--- src/sv/avrg_pkg.sv ---
// Shared types and constants of the attribute raster generator.
package avrg_pkg;

  localparam int unsigned AVRG_COLUMN_LAST  = 447;
  localparam int unsigned AVRG_LINE_LAST    = 311;
  localparam int unsigned AVRG_ATTR_ENTRIES = 768;

  localparam int CNT_W  = 9;
  localparam int ADDR_W = 10;

  localparam logic [CNT_W-1:0] COL_FETCH_FIRST  = 9'd256;
  localparam logic [CNT_W-1:0] COL_BORDER_FIRST = 9'd288;
  localparam logic [CNT_W-1:0] COL_TRIGGER      = 9'd319;
  localparam logic [CNT_W-1:0] COL_INT_END      = 9'd32;
  localparam logic [CNT_W-1:0] LINE_ACTIVE      = 9'd192;
  localparam logic [CNT_W-1:0] LINE_VSYNC_LOW   = 9'd248;
  localparam logic [CNT_W-1:0] LINE_VSYNC_HIGH  = 9'd252;
  localparam logic [CNT_W-1:0] BORDER_WORD_BASE = 9'd256;

  localparam logic [7:0] TEST_BITMAP_RESET = 8'd170;

  typedef enum logic [1:0] {
    SLOT_NONE     = 2'd0,
    SLOT_PIXEL    = 2'd1,
    SLOT_BORDER   = 2'd2,
    SLOT_TEMPLATE = 2'd3
  } slot_kind_t;

  typedef enum logic {
    ACT_TICK       = 1'b0,
    ACT_ATTR_WRITE = 1'b1
  } action_t;

  typedef struct packed {
    logic        action;
    logic [9:0]  attr_addr;
    logic [7:0]  attr_data;
  } in_item_t;

  typedef struct packed {
    logic [1:0]  slot_kind;
    logic [8:0]  word_index;
    logic [3:0]  colour_index;
    logic [3:0]  rgb_bits;
    logic        buffer_select;
    logic        line_trigger;
    logic        int_level;
    logic        last;
  } out_item_t;

  typedef struct packed {
    logic [7:0]  test_bitmap;
  } cfg_item_t;

  // One tick's job, handed from the counter stage to the result sequencer.
  typedef struct packed {
    slot_kind_t  kind;       // SLOT_NONE, SLOT_PIXEL, or SLOT_BORDER for a border/template group
    logic [4:0]  group;
    logic [7:0]  bitmap;
    logic        flash_on;
    logic        buffer_select;
    logic        line_trigger;
    logic        int_level;
  } job_t;

endpackage

--- src/sv/avrg_chan_if.sv ---
// Valid/ready channel carrying one payload item.
interface avrg_chan_if #(parameter type T = logic) ();
  logic valid;
  logic ready;
  T     data;

  modport source (output valid, output data, input ready);
  modport sink   (input valid, input data, output ready);
endinterface

--- src/sv/avrg_emit.sv ---
// Result sequencer: expands one job into its result transactions.
module avrg_emit
  import avrg_pkg::*;
(
  input  logic        clk,
  input  logic        rst,
  input  logic        job_valid,
  input  job_t        job,
  output logic        job_take,
  input  logic [7:0]  attr_rdata,
  avrg_chan_if.source dout
);

  job_t       cur;
  logic       cur_valid;
  logic [7:0] attr;
  logic [2:0] pos;

  logic       advance;
  logic       last_here;
  logic [2:0] pos_last;
  logic       pix;
  logic [3:0] colour;
  out_item_t  res;

  always_comb begin
    case (cur.kind)
      SLOT_PIXEL:  pos_last = 3'd7;
      SLOT_BORDER: pos_last = 3'd3;
      default:     pos_last = 3'd0;
    endcase
  end

  assign advance   = cur_valid && (!dout.valid || dout.ready);
  assign last_here = (pos == pos_last);
  assign job_take  = !cur_valid || (advance && last_here);

  // Most significant bitmap bit first; flash inverts the bit where attribute bit 7 is set.
  assign pix    = cur.bitmap[3'd7 - pos] ^ (attr[7] & cur.flash_on);
  assign colour = {attr[6], pix ? attr[2:0] : attr[5:3]};

  always_comb begin
    res               = '0;
    res.buffer_select = cur.buffer_select;
    res.line_trigger  = cur.line_trigger;
    res.int_level     = cur.int_level;
    res.last          = last_here;
    case (cur.kind)
      SLOT_PIXEL: begin
        res.slot_kind    = SLOT_PIXEL;
        res.word_index   = {1'b0, cur.group, pos};
        res.colour_index = colour;
        res.rgb_bits     = {colour[3], colour[0], colour[2], colour[1]};
      end
      SLOT_BORDER: begin
        // First half of the window carries border words, the rest template words.
        res.slot_kind  = cur.group[4] ? SLOT_TEMPLATE : SLOT_BORDER;
        res.word_index = BORDER_WORD_BASE + {2'b00, cur.group, pos[1:0]};
      end
      default: begin
        res.slot_kind = SLOT_NONE;
      end
    endcase
  end

  always_ff @(posedge clk) begin
    if (rst) begin
      cur_valid  <= 1'b0;
      pos        <= '0;
      dout.valid <= 1'b0;
    end else begin
      if (job_take && job_valid) begin
        cur       <= job;
        attr      <= attr_rdata;
        pos       <= '0;
        cur_valid <= 1'b1;
      end else if (advance) begin
        pos <= pos + 1'b1;
        if (last_here) begin
          cur_valid <= 1'b0;
        end
      end

      if (advance) begin
        dout.valid <= 1'b1;
        dout.data  <= res;
      end else if (dout.ready) begin
        dout.valid <= 1'b0;
      end
    end
  end

endmodule

--- src/flat_wrapper.sv ---
// flat-port wrapper written by rule: the top's interface ports become plain ports
module avrg_emit_flat import avrg_pkg::*;
  (clk, rst, job_valid, job, job_take, attr_rdata, dout_valid, dout_data, dout_ready);
  avrg_chan_if dout_i ();
  input  logic clk;
  input  logic rst;
  input  logic job_valid;
  input  job_t job;
  output logic job_take;
  input  logic [7:0] attr_rdata;
  output wire logic [$bits(dout_i.valid)-1:0] dout_valid;
  output wire logic [$bits(dout_i.data)-1:0] dout_data;
  input wire logic [$bits(dout_i.ready)-1:0] dout_ready;
  assign dout_valid = dout_i.valid;
  assign dout_data = dout_i.data;
  assign dout_i.ready = dout_ready;
  avrg_emit u_core (.clk(clk), .rst(rst), .job_valid(job_valid), .job(job), .job_take(job_take), .attr_rdata(attr_rdata), .dout(dout_i));
endmodule
--- config.mk ---
export PLATFORM = sky130hd
export DESIGN_NAME = avrg_emit_flat
export DESIGN_NICKNAME = d
export VERILOG_FILES = /design/src/sv/avrg_pkg.sv /design/src/sv/avrg_chan_if.sv /design/src/sv/avrg_emit.sv /design/src/flat_wrapper.sv
export SDC_FILE = /design/constraint.sdc
export NUM_CORES = 1
export LEC_CHECK = 0
export ABC_AREA = 0
export CAP_MARGIN = 10
export CORE_AREA = 4 4 41 43
export CTS_CLUSTER_SIZE = 8
export DETAILED_ROUTE_END_ITERATION = 8
export DIE_AREA = 0 0 45 47
export DONT_BUFFER_PORTS = 1
export MAX_ROUTING_LAYER = met4
export PLACE_DENSITY_LB_ADDON = 0.12
export SLEW_MARGIN = 20
export SYNTH_ARGS = -nofsm -noshare
export SYNTH_HDL_FRONTEND = slang
export SYNTH_SLANG_ARGS = --single-unit
--- constraint.sdc ---
create_clock -name clk -period 1.83 [get_ports clk]
set_input_delay 0.0915 -clock clk [delete_from_list [all_inputs] [get_ports clk]]
set_output_delay 0.0915 -clock clk [all_outputs]
set_load 0.01 [all_outputs]
==> results.md <==
- Critical path's largest stage delay: 0.42 ns
- Slew headroom: 0.657
- RD Place Congestion: 0.816
- Area growth from synthesis to layout: 32.1%
- Simple-Gate Fraction of Synth Area: 0.179
- Clock Pin Slew Worst Setup and Hold Paths: 0.06 ns
- Post-Place Setup Slack: 0.0959 ns
- Final period util: 1.02
- Async SR Flop Fraction: 0
- Number of flops mapped to enable cells by yosys: 3
- Final WL: 1060 microns
- Top Ports: 34
- R2R depth: 6
- Crit path cell chain: ha_4 > or3b_4 > a21oi_4 > buf_6 > a21o_1
- Post-synthesis sequential area ratio: 0.418
- WP data required: 1.74 ns
- Synth Register Bits: 8
- Die H: 47 microns
- Register share of total power: 0.440
- Worst-Margin Slew: 0.513 ns
- Total negative slack: -0.0413 ns
- CP Capture Type: output port
- Critical path peak fanout: 2
- Die Area: 0.00212 sq mm
- Placed Cells: 58
- Pleak: 0.219 nW
- WS Path Type: reg -> out
- Final setup fails: 1
- Post-synth top cells: dfxtp_1, inv_1, edfxtp_1, nand2b_1
- Mux cell area share after synthesis: 0
- Synth Flop Type: dfxtp_1
- Largest net degree at the start of global routing: 9
- CP Buf/Inv Count: 1
- # DRC: 0
- Top cell type's share of synthesized area: 0.220
- GRT Residual Overflow: 0
- Max-cap check violation count: 0
- Fmax: 534 MHz
- Synthesized cell area: 455 sq um
- Sw frac: 0.279
- CORE AREA: 0.00130 sq mm
- Clk sinks: 8
- Area leader, netlist: dfxtp_1
- Initial drt markers: 9
- Vias in the first global route: 383
- First-pass GRT wire length: 1720 microns
- Power Total: 0.469 mW
- Main combinational cell family by area after synthesis: compound AO/OA/AOI/OAI gates
- Synth Area in Compound Gates: 0.264
- Post-DRT Antenna Nets: 0
- Clk_skew: 0.00534 ns
- Final hold viol count: 0
- Worst Setup Start Kind: flop
- Power Density: 780 mW/mm^2
- Routed WL per cell: 15.1 microns
- Combinational share of power: 0.228
- Num CTS Buffers: 3
- CP arrival: 1.78 ns
- Sw Pwr: 0.131 mW
- Starting density of the core: 0.350
- Mean area per synthesized cell: 10.8 sq um
- Initial antenna violation count: 0
- Synthesized Nets: 75
- Hold depth: 1
- Synth unique cells: 27
- Final Non-Filler Cells: 70
- Adder-Cell Fraction of Synth Area: 0.0549
- Main area contributors after synthesis: dfxtp_1, edfxtp_1, a2111oi_4
- Nets: 89
- Final slew viol count: 0
- Clock tree buffer depth: 2
- CTS tree: built
- Top-count cell post-synth: dfxtp_1
- Cells after Synth: 42
- Final worst path period need: 1.87 ns
- Clock power share: 0.332
- Antenna Cells: 0
- VDD IR-drop max: 0.456 mV
- Violated checks: negative setup slack
- Worst-Skew Late Latency: 0.27 ns
- YS warnings: 0
- Design area: 602 sq um
- CP delay by family, top: flip-flops
- Vias/cell: 5.57
- Internal: 0.339 mW
- Placed Area: 478 sq um
- Critical Path Stages: 5
- Final core utilization: 0.463
- RSZ-0062 raised after global routing: yes
- Pre-antenna DRT Iters: 4
- Status: finished, violations left
- Clock H-tree levels: 1
- GRT Util Overall: 0.122
- Layout cells sized above 1: 0.327
- Hold Path Class: in -> reg
- I/O Buffers: 0
- Slowest CP cell: edfxtp_1
- Final WS setup: -0.0413 ns
- Synth Area in XOR/XNOR: 0.0192
- Row cnt: 13
- Via count: 390
- Final hold slack: 0.0429 ns
- DIE WIDTH: 45 microns
- Clock root buffer: clkbuf_4
- Post-DP HPWL: 723 microns
power groups by stage:
stage | combinational [mW] | sequential [mW] | clock [mW]
6_report | 0.107 | 0.207 | 0.156
5_1_grt | 0.116 | 0.208 | 0.164
4_1_cts | 0.0966 | 0.207 | 0.155
3_5_place_dp | 0.0696 | 0.210 | 0
3_3_place_gp | 0.0678 | 0.209 | 0
2_1_floorplan | 0.0554 | 0.208 | 0
metal layers:
metal	vias to the layer above	global-route usage	routed length [microns]
met5	-	-	0
met4	0	0.0877	33
met3	5	0.0307	50
met2	13	0.203	554
met1	189	0.125	421
li1	183	-	-
worst reg2reg max path, stage by stage, from the launching register on:
cell       delay [ns]
edfxtp_1         0.42
ha_4             0.26
buf_4            0.13
nand3b_1         0.21
buf_4            0.18
a2111oi_4        0.38
a211oi_1         0.09
registers in the layout, indices dropped and copies added (netlist names):
register and count:
u_core.dout.data 1, u_core.dout.valid 1, u_core.cur_valid 1, u_core.pos 3
u_core.cur 2
area by class of cell:
class	instances	area (sq um)
clock buffers	4	26.3
fillers	137	699
inverters	5	18.8
multi-input cells	28	262
flip-flops and latches	8	190
well taps	15	18.8
repair buffers	10	86.3
repair_timing:
item,4_1_cts,5_1_grt
hold endpoints to repair,5,0
endpoints found under the setup margin,1,4
hold buffers,3,0
gates resized for setup,1,3
pin swaps,3,3
setup buffers,4,1
kinds of logic (layout without fill, tap and decap cells):
| group | count (synthesis) | count (layout) |
|---|---|---|
| compound gates | 13 | 13 |
| fa+ha+maj | 2 | 2 |
| buf+inv | 6 | 19 |
| xor+xnor | 1 | 1 |
| simple gates | 12 | 12 |
| flops | 8 | 8 |
path summary, 6_finish.rpt:
kind | end | slack [ns] | startpoint
setup reg to reg | u_core.pos[1] | 0.03 | u_core.cur[17]
setup / recovery | job_take | -0.04 | u_core.cur[17]
hold / removal | u_core.dout.data | 0.04 | rst
hold reg to reg | u_core.pos[2] | 0.52 | u_core.pos[2]
cells in the final DEF (no fill, tap or decap), types with 2 or more instances in the layout:
cell type      synthesis  layout
buf_4                  0       6
dfxtp_1                5       5
inv_1                  4       4
nand2b_1               3       3
clkbuf_4               0       3
dlygate4sd3_1          0       3
edfxtp_1               3       3
nand3b_1               2       2
nor3_1                 2       2
a21oi_1                2       2
No activity file was read; power rests on OpenSTA's default activity.
